==> src/rtl/scl_pkg.sv <==
`default_nettype none

package scl_pkg;

    localparam int QUEUE_DEPTH = 4;

    localparam logic [7:0] CH_QUOTE      = 8'h27;
    localparam logic [7:0] CH_NEWLINE    = 8'h0A;
    localparam logic [7:0] CH_UNDERSCORE = 8'h5F;

    typedef enum logic [2:0] {
        MODE_START  = 3'd0,
        MODE_IDENT  = 3'd1,
        MODE_NUMBER = 3'd2,
        MODE_STRING = 3'd3,
        MODE_OTHER  = 3'd4
    } scan_mode_t;

    typedef enum logic [2:0] {
        CLS_IDENT  = 3'd0,
        CLS_NUMBER = 3'd1,
        CLS_STRING = 3'd2,
        CLS_OTHER  = 3'd3,
        CLS_EOS    = 3'd4
    } tok_class_t;

    typedef enum logic [2:0] {
        CHR_BLANK,
        CHR_QUOTE,
        CHR_NEWLINE,
        CHR_WORD,
        CHR_DIGIT,
        CHR_OTHER
    } chr_kind_t;

    typedef struct packed {
        logic       is_end;
        tok_class_t token_class;
        logic [7:0] char_value;
        logic       unterminated;
        logic       last_of_run;
    } result_t;

    // All results caused by one input byte.
    typedef struct packed {
        result_t r0;
        result_t r1;
        logic    two;
    } entry_t;

    typedef struct packed {
        logic   push;
        entry_t entry;
    } front_out_t;

    // Letters and underscore start or continue a word; digits are kept apart.
    function automatic chr_kind_t classify(input logic [7:0] ch);
        chr_kind_t k;
        if (ch == 8'h20 || ch == 8'h09 || ch == 8'h0B || ch == 8'h0C || ch == 8'h0D) begin
            k = CHR_BLANK;
        end
        else if (ch == CH_QUOTE) begin
            k = CHR_QUOTE;
        end
        else if (ch == CH_NEWLINE) begin
            k = CHR_NEWLINE;
        end
        else if ((ch >= 8'h61 && ch <= 8'h7A) || (ch >= 8'h41 && ch <= 8'h5A)
                 || ch == CH_UNDERSCORE) begin
            k = CHR_WORD;
        end
        else if (ch >= 8'h30 && ch <= 8'h39) begin
            k = CHR_DIGIT;
        end
        else begin
            k = CHR_OTHER;
        end
        return k;
    endfunction

    function automatic result_t make_result(input logic is_end, input tok_class_t cls,
                                            input logic [7:0] ch, input logic unterm);
        result_t r;
        r.is_end       = is_end;
        r.token_class  = cls;
        r.char_value   = ch;
        r.unterminated = unterm;
        r.last_of_run  = 1'b0;
        return r;
    endfunction

endpackage

`default_nettype wire

==> src/rtl/scl_front.sv <==
`default_nettype none

module scl_front (
    input  wire logic                clk,
    input  wire logic                rst_n,
    input  wire logic                accept,
    input  wire logic [7:0]          char_code,
    output scl_pkg::front_out_t      front_out
);

    scl_pkg::scan_mode_t mode_reg;
    scl_pkg::scan_mode_t mode_next;
    scl_pkg::chr_kind_t  kind;

    assign kind = scl_pkg::classify(char_code);

    // A token that cannot take this byte ends, and the byte starts afresh.
    logic fresh;

    always_comb
    begin
        fresh = 1'b0;
        case (mode_reg)
            scl_pkg::MODE_IDENT:
                fresh = !(kind == scl_pkg::CHR_WORD || kind == scl_pkg::CHR_DIGIT);
            scl_pkg::MODE_NUMBER:
                fresh = (kind != scl_pkg::CHR_DIGIT);
            scl_pkg::MODE_STRING:
                fresh = (kind == scl_pkg::CHR_NEWLINE);
            default:
                fresh = 1'b1;
        endcase
    end

    // Next state.
    always_comb
    begin
        mode_next = mode_reg;
        if (mode_reg == scl_pkg::MODE_STRING && kind == scl_pkg::CHR_QUOTE) begin
            mode_next = scl_pkg::MODE_START;
        end
        else if (fresh) begin
            case (kind)
                scl_pkg::CHR_QUOTE: mode_next = scl_pkg::MODE_STRING;
                scl_pkg::CHR_WORD:  mode_next = scl_pkg::MODE_IDENT;
                scl_pkg::CHR_DIGIT: mode_next = scl_pkg::MODE_NUMBER;
                scl_pkg::CHR_OTHER: mode_next = scl_pkg::MODE_OTHER;
                default:            mode_next = scl_pkg::MODE_START;
            endcase
        end
    end

    always_ff @(posedge clk or negedge rst_n)
    begin
        if (!rst_n) begin
            mode_reg <= scl_pkg::MODE_START;
        end
        else if (accept) begin
            mode_reg <= mode_next;
        end
    end

    // Outputs.
    scl_pkg::result_t first_res;
    scl_pkg::result_t fresh_res;
    logic             has_first;
    logic             has_fresh;

    always_comb
    begin
        has_first = 1'b0;
        first_res = scl_pkg::make_result(1'b0, scl_pkg::CLS_IDENT, 8'h00, 1'b0);
        case (mode_reg)
            scl_pkg::MODE_IDENT:
            begin
                has_first = 1'b1;
                first_res = fresh ? scl_pkg::make_result(1'b1, scl_pkg::CLS_IDENT, 8'h00, 1'b0)
                                  : scl_pkg::make_result(1'b0, scl_pkg::CLS_IDENT, char_code,
                                                         1'b0);
            end
            scl_pkg::MODE_NUMBER:
            begin
                has_first = 1'b1;
                first_res = fresh ? scl_pkg::make_result(1'b1, scl_pkg::CLS_NUMBER, 8'h00, 1'b0)
                                  : scl_pkg::make_result(1'b0, scl_pkg::CLS_NUMBER, char_code,
                                                         1'b0);
            end
            scl_pkg::MODE_STRING:
            begin
                has_first = 1'b1;
                if (kind == scl_pkg::CHR_QUOTE) begin
                    first_res = scl_pkg::make_result(1'b1, scl_pkg::CLS_STRING, 8'h00, 1'b0);
                end
                else if (kind == scl_pkg::CHR_NEWLINE) begin
                    first_res = scl_pkg::make_result(1'b1, scl_pkg::CLS_STRING, 8'h00, 1'b1);
                end
                else begin
                    first_res = scl_pkg::make_result(1'b0, scl_pkg::CLS_STRING, char_code, 1'b0);
                end
            end
            scl_pkg::MODE_OTHER:
            begin
                has_first = 1'b1;
                first_res = scl_pkg::make_result(1'b1, scl_pkg::CLS_OTHER, 8'h00, 1'b0);
            end
            default:
            begin
                has_first = 1'b0;
            end
        endcase

        has_fresh = 1'b0;
        fresh_res = scl_pkg::make_result(1'b0, scl_pkg::CLS_OTHER, char_code, 1'b0);
        if (fresh) begin
            case (kind)
                scl_pkg::CHR_NEWLINE:
                begin
                    has_fresh = 1'b1;
                    fresh_res = scl_pkg::make_result(1'b1, scl_pkg::CLS_EOS, 8'h00, 1'b0);
                end
                scl_pkg::CHR_WORD:
                begin
                    has_fresh = 1'b1;
                    fresh_res = scl_pkg::make_result(1'b0, scl_pkg::CLS_IDENT, char_code, 1'b0);
                end
                scl_pkg::CHR_DIGIT:
                begin
                    has_fresh = 1'b1;
                    fresh_res = scl_pkg::make_result(1'b0, scl_pkg::CLS_NUMBER, char_code, 1'b0);
                end
                scl_pkg::CHR_OTHER:
                begin
                    has_fresh = 1'b1;
                end
                default:
                begin
                    has_fresh = 1'b0;
                end
            endcase
        end
    end

    always_comb
    begin
        front_out.push      = accept && (has_first || has_fresh);
        front_out.entry.two = has_first && has_fresh;
        front_out.entry.r0  = has_first ? first_res : fresh_res;
        front_out.entry.r1  = fresh_res;
        front_out.entry.r0.last_of_run = !(has_first && has_fresh);
        front_out.entry.r1.last_of_run = 1'b1;
    end

endmodule

`default_nettype wire

==> src/rtl/scl_queue.sv <==
`default_nettype none

module scl_queue #(
    parameter int Depth = scl_pkg::QUEUE_DEPTH
) (
    input  wire logic            clk,
    input  wire logic            rst_n,
    input  wire logic            wr_en,
    input  wire scl_pkg::entry_t wr_data,
    output logic                 full,
    input  wire logic            rd_en,
    output scl_pkg::entry_t      rd_data,
    output logic                 rd_valid
);

    localparam int PtrW = (Depth > 1) ? $clog2(Depth) : 1;
    localparam int CntW = $clog2(Depth + 1);

    scl_pkg::entry_t mem [Depth];

    logic [PtrW-1:0] wr_ptr_reg;
    logic [PtrW-1:0] wr_ptr_next;
    logic [PtrW-1:0] rd_ptr_reg;
    logic [PtrW-1:0] rd_ptr_next;
    logic [CntW-1:0] count_reg;
    logic [CntW-1:0] count_next;

    assign full     = (count_reg == CntW'(Depth));
    assign rd_valid = (count_reg != '0);
    assign rd_data  = mem[rd_ptr_reg];

    always_comb
    begin
        wr_ptr_next = wr_ptr_reg;
        rd_ptr_next = rd_ptr_reg;
        count_next  = count_reg;
        if (wr_en) begin
            wr_ptr_next = (wr_ptr_reg == PtrW'(Depth - 1)) ? '0 : wr_ptr_reg + PtrW'(1);
        end
        if (rd_en) begin
            rd_ptr_next = (rd_ptr_reg == PtrW'(Depth - 1)) ? '0 : rd_ptr_reg + PtrW'(1);
        end
        if (wr_en && !rd_en) begin
            count_next = count_reg + CntW'(1);
        end
        else if (rd_en && !wr_en) begin
            count_next = count_reg - CntW'(1);
        end
    end

    always_ff @(posedge clk or negedge rst_n)
    begin
        if (!rst_n) begin
            wr_ptr_reg <= '0;
            rd_ptr_reg <= '0;
            count_reg  <= '0;
        end
        else begin
            wr_ptr_reg <= wr_ptr_next;
            rd_ptr_reg <= rd_ptr_next;
            count_reg  <= count_next;
        end
    end

    always_ff @(posedge clk)
    begin
        if (wr_en) begin
            mem[wr_ptr_reg] <= wr_data;
        end
    end

`ifndef SYNTHESIS
    a_no_write_when_full: assert property (@(posedge clk) disable iff (!rst_n)
        full |-> !wr_en)
        else $error("queue written while full");
    a_no_read_when_empty: assert property (@(posedge clk) disable iff (!rst_n)
        !rd_valid |-> !rd_en)
        else $error("queue read while empty");
    a_count_tracks: assert property (@(posedge clk) disable iff (!rst_n)
        (wr_en && !rd_en) |=> count_reg == $past(count_reg) + CntW'(1))
        else $error("queue count did not follow a write");
`endif

endmodule

`default_nettype wire

==> src/rtl/scl_back.sv <==
`default_nettype none

module scl_back (
    input  wire logic            clk,
    input  wire logic            rst_n,
    input  wire scl_pkg::entry_t q_data,
    input  wire logic            q_valid,
    output logic                 q_pop,
    input  wire logic            pop,
    output logic                 empty,
    output scl_pkg::result_t     res
);

    scl_pkg::entry_t ent_reg;
    logic            ent_valid_reg;
    logic            ent_valid_next;
    logic            idx_reg;
    logic            idx_next;
    logic            adv;
    logic            on_last;

    assign adv     = pop && ent_valid_reg;
    assign on_last = idx_reg || !ent_reg.two;
    assign q_pop   = q_valid && (!ent_valid_reg || (adv && on_last));
    assign empty   = !ent_valid_reg;
    assign res     = idx_reg ? ent_reg.r1 : ent_reg.r0;

    always_comb
    begin
        ent_valid_next = ent_valid_reg;
        idx_next       = idx_reg;
        if (adv && !on_last) begin
            idx_next = 1'b1;
        end
        else if (!ent_valid_reg || adv) begin
            ent_valid_next = q_valid;
            idx_next       = 1'b0;
        end
    end

    always_ff @(posedge clk or negedge rst_n)
    begin
        if (!rst_n) begin
            ent_valid_reg <= 1'b0;
            idx_reg       <= 1'b0;
        end
        else begin
            ent_valid_reg <= ent_valid_next;
            idx_reg       <= idx_next;
        end
    end

    always_ff @(posedge clk)
    begin
        if (q_pop) begin
            ent_reg <= q_data;
        end
    end

`ifndef SYNTHESIS
    a_second_only_if_two: assert property (@(posedge clk) disable iff (!rst_n)
        (ent_valid_reg && idx_reg) |-> ent_reg.two)
        else $error("second result shown for a single-result entry");
    a_second_is_last: assert property (@(posedge clk) disable iff (!rst_n)
        (ent_valid_reg && idx_reg) |-> res.last_of_run)
        else $error("second result not marked last");
    a_idle_loads: assert property (@(posedge clk) disable iff (!rst_n)
        (!ent_valid_reg && q_valid) |=> ent_valid_reg && !idx_reg)
        else $error("waiting entry not loaded into the output stage");
`endif

endmodule

`default_nettype wire

==> src/rtl/sql_lexical_scanner.sv <==
// SQL lexical scanner: splits statement text into a stream of token beats.
//
// Input channel: one byte of text per beat on char_code, taken at a rising
// edge with push high and full low. Output channel: while empty is low the
// oldest result beat stands on is_end, token_class, char_value, unterminated
// and last_of_run; it is taken at a rising edge with pop high.
//
// Each byte causes zero, one or two result beats. Skipped blanks and an
// opening quote cause none. A token's text beats are followed by one end
// beat carrying its class; a newline gives an end-of-statement beat.
//
// A byte's entry goes via the queue to the output register, where its first
// result shows. Throughput: one input byte per cycle while full is low, one
// result beat per cycle while pop is high; the single output port sets the
// sustained rate, so a two-result byte uses it twice. A queue of QueueDepth
// entries between classifier and output stage absorbs this; full rises only
// when it holds QueueDepth entries while the output is stalled or busy.
//
// Reset clears the scan mode to start, empties the queue and the output stage.
// When the receiver holds pop low, the shown beat stays put and full follows.
`default_nettype none

module sql_lexical_scanner #(
    parameter int QueueDepth = scl_pkg::QUEUE_DEPTH
) (
    input  wire logic       clk,
    input  wire logic       rst_n,
    input  wire logic       push,
    output logic            full,
    input  wire logic [7:0] char_code,
    output logic            empty,
    input  wire logic       pop,
    output logic            is_end,
    output logic [2:0]      token_class,
    output logic [7:0]      char_value,
    output logic            unterminated,
    output logic            last_of_run
);

    scl_pkg::front_out_t front_out;
    scl_pkg::entry_t     q_data;
    scl_pkg::result_t    res;
    logic                q_valid;
    logic                q_pop;
    logic                accept;

    // A byte is taken whenever the queue has room, even while the output
    // stage waits on the receiver.
    assign accept = push && !full;

    // Front: classifies the byte, runs the scan mode and builds the entry.
    scl_front u_front (
        .clk       (clk),
        .rst_n     (rst_n),
        .accept    (accept),
        .char_code (char_code),
        .front_out (front_out)
    );

    // Short queue that decouples classification from result delivery.
    scl_queue #(
        .Depth (QueueDepth)
    ) u_queue (
        .clk      (clk),
        .rst_n    (rst_n),
        .wr_en    (front_out.push),
        .wr_data  (front_out.entry),
        .full     (full),
        .rd_en    (q_pop),
        .rd_data  (q_data),
        .rd_valid (q_valid)
    );

    // Back: output register that hands out one result beat per pop.
    scl_back u_back (
        .clk     (clk),
        .rst_n   (rst_n),
        .q_data  (q_data),
        .q_valid (q_valid),
        .q_pop   (q_pop),
        .pop     (pop),
        .empty   (empty),
        .res     (res)
    );

    assign is_end       = res.is_end;
    assign token_class  = res.token_class;
    assign char_value   = res.char_value;
    assign unterminated = res.unterminated;
    assign last_of_run  = res.last_of_run;

endmodule

`default_nettype wire
==> config.mk <==
export PLATFORM = sky130hd
export DESIGN_NAME = sql_lexical_scanner
export DESIGN_NICKNAME = d
export VERILOG_FILES = /design/src/rtl/scl_pkg.sv /design/src/rtl/scl_front.sv /design/src/rtl/scl_queue.sv /design/src/rtl/scl_back.sv /design/src/rtl/sql_lexical_scanner.sv
export SDC_FILE = /design/constraint.sdc
export NUM_CORES = 1
export LEC_CHECK = 0
export BUFFER_PORTS_ARGS = -buffer_cell sky130_fd_sc_hd__buf_2
export CAP_MARGIN = 20
export CORE_ASPECT_RATIO = 0.8
export CORE_UTILIZATION = 55
export DETAILED_ROUTE_END_ITERATION = 10
export GPL_ROUTABILITY_DRIVEN = 0
export PLACE_DENSITY_LB_ADDON = 0.05
export SLEW_MARGIN = 20
export SYNTH_ARGS = -nofsm -noshare
export SYNTH_HDL_FRONTEND = slang
export SYNTH_HIERARCHICAL = 1
export SYNTH_SLANG_ARGS = --single-unit
export TNS_END_PERCENT = 50
==> constraint.sdc <==
create_clock -name clk -period 2.6 [get_ports clk]
set_clock_uncertainty 0.1 [all_clocks]
set_input_delay 0.39 -clock clk [delete_from_list [all_inputs] [get_ports clk]]
set_output_delay 0.39 -clock clk [all_outputs]
set_load 0.01 [all_outputs]
==> flow_metrics.tcl, run 1 <==
set metrics [dict create \
    root_buffer "clkbuf_16" \
    peakVddDrop_uv 566 \
    drive_gt1_share_pct 39.0 \
    track_usage_pct 21.1 \
    clk_latency_ns 0.42 \
    hold_violations 0 \
    grt_start_max_net_pins 32 \
    place_area_sq_um 7100 \
    async_flop_share_pct 7.64 \
    drcViolationCount 0 \
    area_growth_pct 16.7 \
    die_y_um 99.6 \
    final_max_slew_viol_count 0 \
    min_path_type "input pin to flop" \
    synth_fp_nets 371 \
    synth_area_leaders "edfxtp_1 (66%), mux4_2 (9.6%), dfrtp_1 (4.6%)" \
    drt-wirelength-per-cell_um 20.0 \
    end_kind "flop" \
    cts.repair.resized 0 \
    fin_crit_ns 2.42 \
    syn_inst 352 \
    pwr_density_cell_nw_per_um2 1240 \
    synth_ff_type "edfxtp_1" \
    avgSynthCellArea_sq_um 18.6 \
    clkSinkCount 157 \
    cp-start-kind "flop" \
    clock_path_buffers 2 \
    slew_headroom_pct 60.5 \
    ios 28 \
    fin_hold_ws_ns 0.143 \
    grt_pass1_vias 3378 \
    htree_levels 4 \
    io_buffers 27 \
    yosysSeqAreaShare_pct 71.0 \
    synth-edff-count 145 \
    num_vias 3267 \
    hpwl_mm 7.05 \
    cts_tree "built" \
    final.period_utilization_pct 93.0 \
    synth-seq-cells 157 \
    cts_setup_buffers 0 \
    finalSetupViolCount 0 \
    status "finished clean" \
    clk_pin_slew_ns 0.06 \
    largest_reg_flops 116 \
    path_class "flop to flop" \
    rsz0062_at_grt "false" \
    max_freq_mhz 413 \
    dpl_worst_slack_ns -0.0658 \
    synth_warnings 6 \
    viasPerCell 5.67 \
    ant_nets 0 \
    stdcell_area_sq_um 7650 \
    nFillCells 815 \
    synthTopCellsByCount "edfxtp_1 (145), mux4_2 (28), inv_1 (13)" \
    finalWirelength_mm 11.5 \
    die_x_um 124 \
    worstPathArrival_ns 2.62 \
    num-nets-final 434 \
    drv_cap 0 \
    netlist_area_sq_um 6550 \
    grt_pass1_wl_mm 18.4 \
    start_util_pct 56.7 \
    synth_area_leader_cell "edfxtp_1" \
    crit_required_ns 2.80 \
    row_count 35 \
    gr-total-overflow 0 \
    first_pass_iters 4 \
    antenna_cells 0 \
    p_leak_nw 2.70 \
    yosysTopAreaCellShare_pct 66.4 \
    drtIter0Drc 221 \
    core_sq_um 11600 \
    antenna_found_initial 0 \
    synth_most_common_cell "edfxtp_1" \
    tightest_slew_ns 0.592 \
    cts_buffers 17 \
    dieArea_sq_um 12400 \
    crit_path_max_fanout 9 \
    synth_cell_type_count 57 \
    fin_ws_ns 0.181 \
]
-- cell type report --
class / instances / area (sq um) / share of cell area, %
flip-flops and latches: 157 / 4660 / 60.9
repair buffers: 68 / 495 / 6.48
inverters: 13 / 48.8 / 0.638
clock buffers: 18 / 429 / 5.61
multi-input cells: 158 / 1730 / 22.6
clock inverters: 14 / 110 / 1.44
well taps: 148 / 185 / 2.42
-- final timing paths --
path,from,to,slack (ns),depth (start not counted)
setup / recovery,u_front/mode_reg[1]$_DFFE_PN0P_,u_queue/count_reg[1]$_DFFE_PN0P_,0.18,8
hold / removal,pop,u_back/idx_reg$_DFFE_PN0P_,0.14,3
setup reg to reg,u_front/mode_reg[1]$_DFFE_PN0P_,u_queue/count_reg[1]$_DFFE_PN0P_,0.18,8
hold reg to reg,u_queue/count_reg[2]$_DFFE_PN0P_,u_queue/count_reg[2]$_DFFE_PN0P_,0.38,1
max in group asynchronous,rst_n,u_queue/rd_ptr_reg[0]$_DFFE_PN0P_,1.81,2
min in group asynchronous,rst_n,u_back/idx_reg$_DFFE_PN0P_,0.32,2
-- per-layer routing --
metal / GRT usage [%] / part of all wire, %
met1: 30.8 / 48
met2: 31.0 / 46
met3: 4.82 / 4.6
met4: 8.79 / 1.2
met5: 0 / 0
-- stage by stage --
step / power, mW / util, % / cells / TNS [ns]
after global routing: 9.97 / 66.2 / 576 / 0
after floorplan: 6.29 / - / 352 / 0
after CTS: 9.56 / 66.2 / 576 / 0
final: 9.45 / 66.2 / 576 / 0
after detailed placement: 7.30 / 61.4 / 543 / -0.103
after global placement: 7.24 / 61.4 / 543 / -0.0116
-- what timing repair did --
item	in CTS	in global routing
hold buffers	1	0
setup endpoints to repair	0	0
hold endpoints to repair	12	0
-- cell families after synthesis --
| group | share of synthesized area (%) |
|---|---|
| DFF | 71.0 |
| and+or+nand+nor | 5.48 |
| muxes | 13.6 |
| AOI/OAI and AO/OA | 4.30 |
| buffers and inverters | 3.36 |
| adders and majority gates | 1.45 |
| xor gates and xnor gates | 0.668 |
| other | 0.115 |
-- placed cells by master, fill, tap and decap left out, types with 2 or more instances in the layout --
cell type	instances
edfxtp_1	145
buf_4	36
mux4_2	28
buf_2	27
clkbuf_16	17
inv_1	12
dfrtp_1	11
nor2_1	10
mux2_4	9
nand2_1	9
mux2_2	8
o21ai_0	6
and2_2	5
ha_1	5
inv_6	4
nand3b_1	4
nand2b_1	4
a21oi_1	4
nand4_1	4
o211ai_1	4
nor3b_1	4
buf_12	4
clkinvlp_4	3
clkinv_2	3
clkinv_4	3
nand3_1	3
xor2_1	3
a211oi_1	3
o21a_1	3
nor3_1	2
nand4b_1	2
and2_1	2
xnor2_1	2
a21boi_2	2
conb_1	2
-- worst max-delay path: stages, from the launching register on --
cell,delay [ns]
dfrtp_1,0.51
nor2b_1,0.32
a21o_2,0.19
o211a_1,0.20
o21ai_4,0.08
ha_4,0.18
inv_2,0.05
fa_2,0.42
mux2_2,0.26
-- power breakdown --
| group | internal, mW | switching, mW | leakage, nW |
|---|---|---|---|
| logic | 1.45 | 1.47 | 0.971 |
| registers | 3.96 | 0.322 | 1.47 |
| clock network | 1.24 | 1.01 | 0.259 |
| total | 6.65 | 2.80 | 2.70 |
No activity file was read; power rests on OpenSTA's default activity.
==> run 2, diff against run 1 <==
--- a/config.mk
+++ b/config.mk
@@ -7,7 +7,6 @@
 export LEC_CHECK = 0
 export BUFFER_PORTS_ARGS = -buffer_cell sky130_fd_sc_hd__buf_2
 export CAP_MARGIN = 20
-export CORE_ASPECT_RATIO = 0.8
 export CORE_UTILIZATION = 55
 export DETAILED_ROUTE_END_ITERATION = 10
 export GPL_ROUTABILITY_DRIVEN = 0
==> run 2 against run 1 <==
  * The flow now finishes with violations (design-rule violations)
  * Clock-buffer cell count is 1 higher
  * Final cell count is 1.2% lower
  * Critical path depth is 4 higher
  * Via count is 0.86% higher
  * Non-clock buffer count is 1 lower
  * Combinational power is 2% higher
  * Fmax is 1.6% lower
  * Design area is 0.28% higher
  * Register-to-register slack worse by 0.04 ns
  * Sequential power hardly changed
  * Die area hardly changed
  * Largest cell class unchanged
  * Largest power group unchanged
==> flow_metrics.tcl, run 2 (same netlist as run 1, synthesis figures left out) <==
set metrics [dict create \
    status "finished, violations left" \
    violations "design-rule violations" \
    antenna_cells 0 \
    viasPerCell 5.79 \
    clk_latency_ns 0.41 \
    cts_tree "built" \
    gr-total-overflow 0 \
    finalSetupViolCount 0 \
    cts.repair.resized 0 \
    num_vias 3295 \
    hpwl_mm 7.37 \
    min_from "pop" \
    drt-wirelength-per-cell_um 20.4 \
    cts_buffers 17 \
    end_kind "flop" \
    final_cell_mix "edfxtp_1 (145), buf_4 (32), mux4_2 (28)" \
    cp-start-kind "flop" \
    dieArea_sq_um 12400 \
    ant_nets 0 \
    final.period_utilization_pct 94.6 \
    nFillCells 774 \
    drtIter0Drc 185 \
    largest_reg_flops 116 \
    die_x_um 111 \
    cts_hold_buf 1 \
    crit_path_max_fanout 7 \
    clkSinkCount 157 \
    die_y_um 111 \
    root_buffer "clkbuf_16" \
    fin_crit_ns 2.46 \
    clk_pin_slew_ns 0.06 \
    finalWirelength_mm 11.6 \
    slew_headroom_pct 63.0 \
    crit_required_ns 2.84 \
    worstPathArrival_ns 2.70 \
    placed_cells 537 \
    p_total_mw 9.51 \
    grt_pass1_vias 3441 \
    core_sq_um 11500 \
    rsz0062_at_grt "false" \
    drv_cap 0 \
    row_count 39 \
    htree_levels 4 \
    drive_gt1_share_pct 37.3 \
    antenna_found_initial 0 \
    rr_startpoint "u_queue/count_reg[2]$_DFFE_PN0P_" \
    final_max_slew_viol_count 0 \
    io_buffers 27 \
    crit_start "u_queue/count_reg[2]$_DFFE_PN0P_" \
    pwr_density_cell_nw_per_um2 1240 \
    grt_start_max_net_pins 32 \
    start_util_pct 56.9 \
    peakVddDrop_uv 802 \
    track_usage_pct 20.7 \
    area_growth_pct 17.0 \
    ios 28 \
    num-nets-final 433 \
    path_class "flop to flop" \
    tns_ns 0 \
    max_freq_mhz 407 \
    drcViolationCount 4 \
    cts_setup_buffers 0 \
    first_pass_iters 7 \
    multiInputGateArea_sq_um 1730 \
    tightest_slew_ns 0.556 \
    hold_violations 0 \
    final_cells 569 \
    p_leak_nw 2.72 \
    final_common_cell "edfxtp_1" \
    clock_path_buffers 2 \
    min_path_type "input pin to flop" \
    regArea_sq_um 4660 \
    grt_pass1_wl_mm 18.4 \
]
[run 2: routing by layer]
layer  track usage, %  part of all wire, %
met1             27.5                   45
met2             32.7                   50
met4             9.28                 0.81
met3             5.08                  4.7
met5                0                    0
[run 2: where the power goes]
group	internal, mW	leakage, nW	switching [mW]
clock network	1.38	0.268	0.877
registers	3.96	1.47	0.321
logic	1.49	0.979	1.48
[run 2: layout make-up]
| cell class | instances | area share [%] |
|---|---|---|
| Timing Repair Buffer | 67 | 6.85 |
| Clock inverter | 12 | 1.35 |
| Inverter | 13 | 0.636 |
| Tap cell | 143 | 2.33 |
| Sequential cell | 157 | 60.7 |
| Clock buffer | 19 | 5.64 |
| Multi-Input combinational cell | 158 | 22.5 |
[run 2: critical path, cell delays in order (launching register included)]
cell and delay, ns:
dfrtp_1 0.40, nor3b_1 0.15, buf_4 0.14, nor2b_4 0.18, o211ai_1 0.12, buf_4 0.16
o21ai_4 0.18, ha_4 0.16, inv_2 0.04, fa_2 0.34, xor2_1 0.15, nor2_1 0.12
xor2_1 0.15
[run 2: through the flow]
stage	util, %	hold WS, ns	setup WS, ns	area [sq um]
4_1_cts	66.6	0.136	0.109	7670
3_3_place_gp	61.9	0.196	0.00448	7120
6_report	66.6	0.154	0.141	7670
5_1_grt	66.6	0.150	0.0102	7670
2_1_floorplan	-	-0.00559	0.0140	6610
3_5_place_dp	61.9	0.200	-0.0555	7120
[run 2: worst paths after layout]
kind,end,slack [ns],cells after the start
max,u_queue/count_reg[2]$_DFFE_PN0P_,0.14,12
min,u_back/idx_reg$_DFFE_PN0P_,0.15,3
max reg2reg,u_queue/count_reg[2]$_DFFE_PN0P_,0.14,12
min reg2reg,u_queue/count_reg[2]$_DFFE_PN0P_,0.39,1
max in group asynchronous,u_queue/rd_ptr_reg[0]$_DFFE_PN0P_,1.85,2
min in group asynchronous,u_queue/wr_ptr_reg[1]$_DFFE_PN0P_,0.29,2
==> run 3, diff against run 2 <==
--- a/config.mk
+++ b/config.mk
@@ -5,12 +5,13 @@
 export SDC_FILE = /design/constraint.sdc
 export NUM_CORES = 1
 export LEC_CHECK = 0
-export BUFFER_PORTS_ARGS = -buffer_cell sky130_fd_sc_hd__buf_2
+export BUFFER_PORTS_ARGS = -buffer_cell sky130_fd_sc_hd__buf_4
 export CAP_MARGIN = 20
 export CORE_UTILIZATION = 55
 export DETAILED_ROUTE_END_ITERATION = 10
 export GPL_ROUTABILITY_DRIVEN = 0
 export PLACE_DENSITY_LB_ADDON = 0.05
+export REMOVE_ABC_BUFFERS = 1
 export SLEW_MARGIN = 20
 export SYNTH_ARGS = -nofsm -noshare
 export SYNTH_HDL_FRONTEND = slang
==> run 3 against run 2 <==
  * The flow still finishes with violations (design-rule violations)
  * Die area did not move
  * Via count rose by 0.27%
  * Sequential cell count did not move
  * Global-route usage fell by 0.32 points
  * Hold slack got worse by 0.034 ns
==> flow_metrics.tcl, run 3 (same netlist as run 1, synthesis figures left out) <==
set metrics [dict create \
    clk_pin_slew_ns 0.06 \
    fin_ws_ns 0.156 \
    final_max_slew_viol_count 0 \
    num-nets-final 438 \
    status "finished, violations left" \
    nFillCells 796 \
    track_usage_pct 20.4 \
    pwr_density_cell_nw_per_um2 1230 \
    crit_start "u_queue/count_reg[2]$_DFFE_PN0P_" \
    io_buffers 27 \
    regArea_sq_um 4660 \
    path_buf_inv 2 \
    worstPathArrival_ns 2.68 \
    crit_top_cell "xor2_1" \
    area_growth_pct 17.4 \
    ant_nets 0 \
    cts_buffers 17 \
    die_x_um 111 \
    antenna_found_initial 0 \
    p_comb_share_pct 32.1 \
    min_path_cells 1 \
    antenna_cells 0 \
    core_sq_um 11500 \
    cp_top_family "adder cells" \
    die_y_um 111 \
    end_kind "flop" \
    clkSinkCount 157 \
    grt_pass1_wl_mm 18.2 \
    drtIter0Drc 234 \
    root_buffer "clkbuf_16" \
    row_count 39 \
    tightest_slew_ns 0.515 \
    p_int_mw 6.78 \
    num_vias 3304 \
    slew_headroom_pct 65.3 \
    drv_cap 0 \
    clock_path_buffers 2 \
    final.period_utilization_pct 94.0 \
    hold_violations 0 \
    cts_setup_buffers 0 \
    r2r_end "u_queue/count_reg[2]$_DFFE_PN0P_" \
    gr-total-overflow 0 \
    min_to "u_queue/mem[3][5]$_DFFE_PP_" \
    largest_reg_flops 116 \
    slowest_delay_ns 0.39 \
    violations "design-rule violations" \
    hpwl_mm 7.37 \
    finalWirelength_mm 11.4 \
    cp-start-kind "flop" \
    fin_util_pct 66.8 \
    cts_tree "built" \
    drcViolationCount 4 \
    drt-wirelength-per-cell_um 19.9 \
    first_pass_iters 8 \
    htree_levels 4 \
    fin_crit_ns 2.44 \
    r2r_slack_ns 0.16 \
    crit_path_max_fanout 7 \
    finalSetupViolCount 0 \
    rsz0062_at_grt "false" \
    min_from "char_code[2]" \
    peakVddDrop_uv 655 \
    grt_start_max_net_pins 32 \
    netSwitchingPower_mw 2.67 \
    rr_startpoint "u_queue/count_reg[2]$_DFFE_PN0P_" \
    max_freq_mhz 409 \
    reg2regPathDepth 11 \
    swShare_pct 28.2 \
    final_common_cell "edfxtp_1" \
    p_seq_share_pct 45.1 \
    final_cell_mix "edfxtp_1 (145), buf_4 (65), mux4_2 (28)" \
    drive_gt1_share_pct 35.7 \
    pwr-share-clk_pct 22.8 \
    multiInputGateArea_sq_um 1680 \
    ios 28 \
    slowest_stage "dfrtp_1" \
    min_path_type "input pin to flop" \
    dieArea_sq_um 12400 \
    dpl_worst_slack_ns -0.198 \
    grt_pass1_vias 3470 \
    crit_chain "nor3b_1 > buf_4 > nor2b_4 > o211ai_1 > o21ai_1 > ha_1 > inv_1 > fa_1 > xor2_1 > nor2_1 > xor2_1" \
    path_class "flop to flop" \
    clk_latency_ns 0.41 \
    start_util_pct 56.9 \
    crit_required_ns 2.84 \
    p_leak_nw 2.73 \
    viasPerCell 5.78 \
]
[run 3: changes by cell type in the layout (fill, tap and decap cells not counted), moves of 2 or more]
| cell | before | now |
|---|---|---|
| clkinvlp_4 | 0 | 2 |
| clkinv_2 | 5 | 2 |
| and2_2 | 5 | 1 |
| buf_2 | 27 | 0 |
| buf_4 | 32 | 65 |
| and2_1 | 2 | 7 |
| clkinv_1 | 5 | 3 |
[run 3: how the worst max path moves through the flow]
| stage | slack (ns) | cells after the start | to |
|---|---|---|---|
| global route | 0.02 | 11 | u_queue/count_reg[2]$_DFFE_PN0P_ |
| floorplan | -0.42 | 7 | u_queue/count_reg[1]$_DFFE_PN0P_ |
| CTS | 0.10 | 10 | u_queue/count_reg[2]$_DFFE_PN0P_ |
| detailed placement | -0.20 | 12 | u_queue/count_reg[2]$_DFFE_PN0P_ |
| finish | 0.16 | 11 | u_queue/count_reg[2]$_DFFE_PN0P_ |
| global placement | -0.14 | 12 | u_queue/count_reg[2]$_DFFE_PN0P_ |
[run 3: cell type report]
cell class | count | area share [%]
clock buffer | 20 | 5.67
clock inverter | 9 | 0.975
inverter | 13 | 0.634
multi-input combinational | 158 | 21.9
sequential | 157 | 60.5
tap | 143 | 2.32
timing repair buffer | 72 | 8.03
[run 3: worst register-to-register path, cell delays in order, from the launching register on]
cell and delay [ns]:
dfrtp_1 0.39, nor3b_1 0.15, buf_4 0.15, nor2b_4 0.18, o211ai_1 0.14, o21ai_1 0.20, ha_1 0.20, inv_1 0.06
fa_1 0.38, xor2_1 0.15, nor2_1 0.12, xor2_1 0.15
[run 3: what timing repair did]
item                                   in CTS  in global routing
endpoints found under the hold margin      12                  0
hold buffers                                1                  0
resized for setup                           0                  2
setup endpoints to repair                   0                  2
[run 3: power by group through the flow]
| stage | sequential [mW] | clock, mW | combinational, mW |
|---|---|---|---|
| floorplan | 4.39 | 0 | 1.72 |
| global placement | 4.26 | 0 | 3.04 |
| finish | 4.26 | 2.16 | 3.03 |
| CTS | 4.27 | 2.20 | 3.10 |
| detailed placement | 4.32 | 0 | 3.08 |
| global route | 4.35 | 2.29 | 3.30 |
[run 3: stage by stage]
step / hold WS [ns] / area (sq um) / TNS, ns / cells / power, mW
finish: 0.120 / 7700 / 0 / 572 / 9.45
detailed placement: 0.144 / 7170 / -1.03 / 542 / 7.40
CTS: 0.106 / 7690 / 0 / 572 / 9.57
global placement: 0.144 / 7170 / -0.345 / 542 / 7.30
global route: 0.117 / 7700 / 0 / 572 / 9.94
floorplan: -0.00559 / 6380 / -28.62 / 328 / 6.11
[run 3: metal layers]
metal	wire length, um	share of wire [%]	GRT usage, %	vias up
met5	0	0	0	-
met4	196	1.7	8.83	0
met3	379	3.3	4.43	17
met2	5720	50	34.0	61
met1	5090	45	25.9	1707
li1	-	-	-	1519
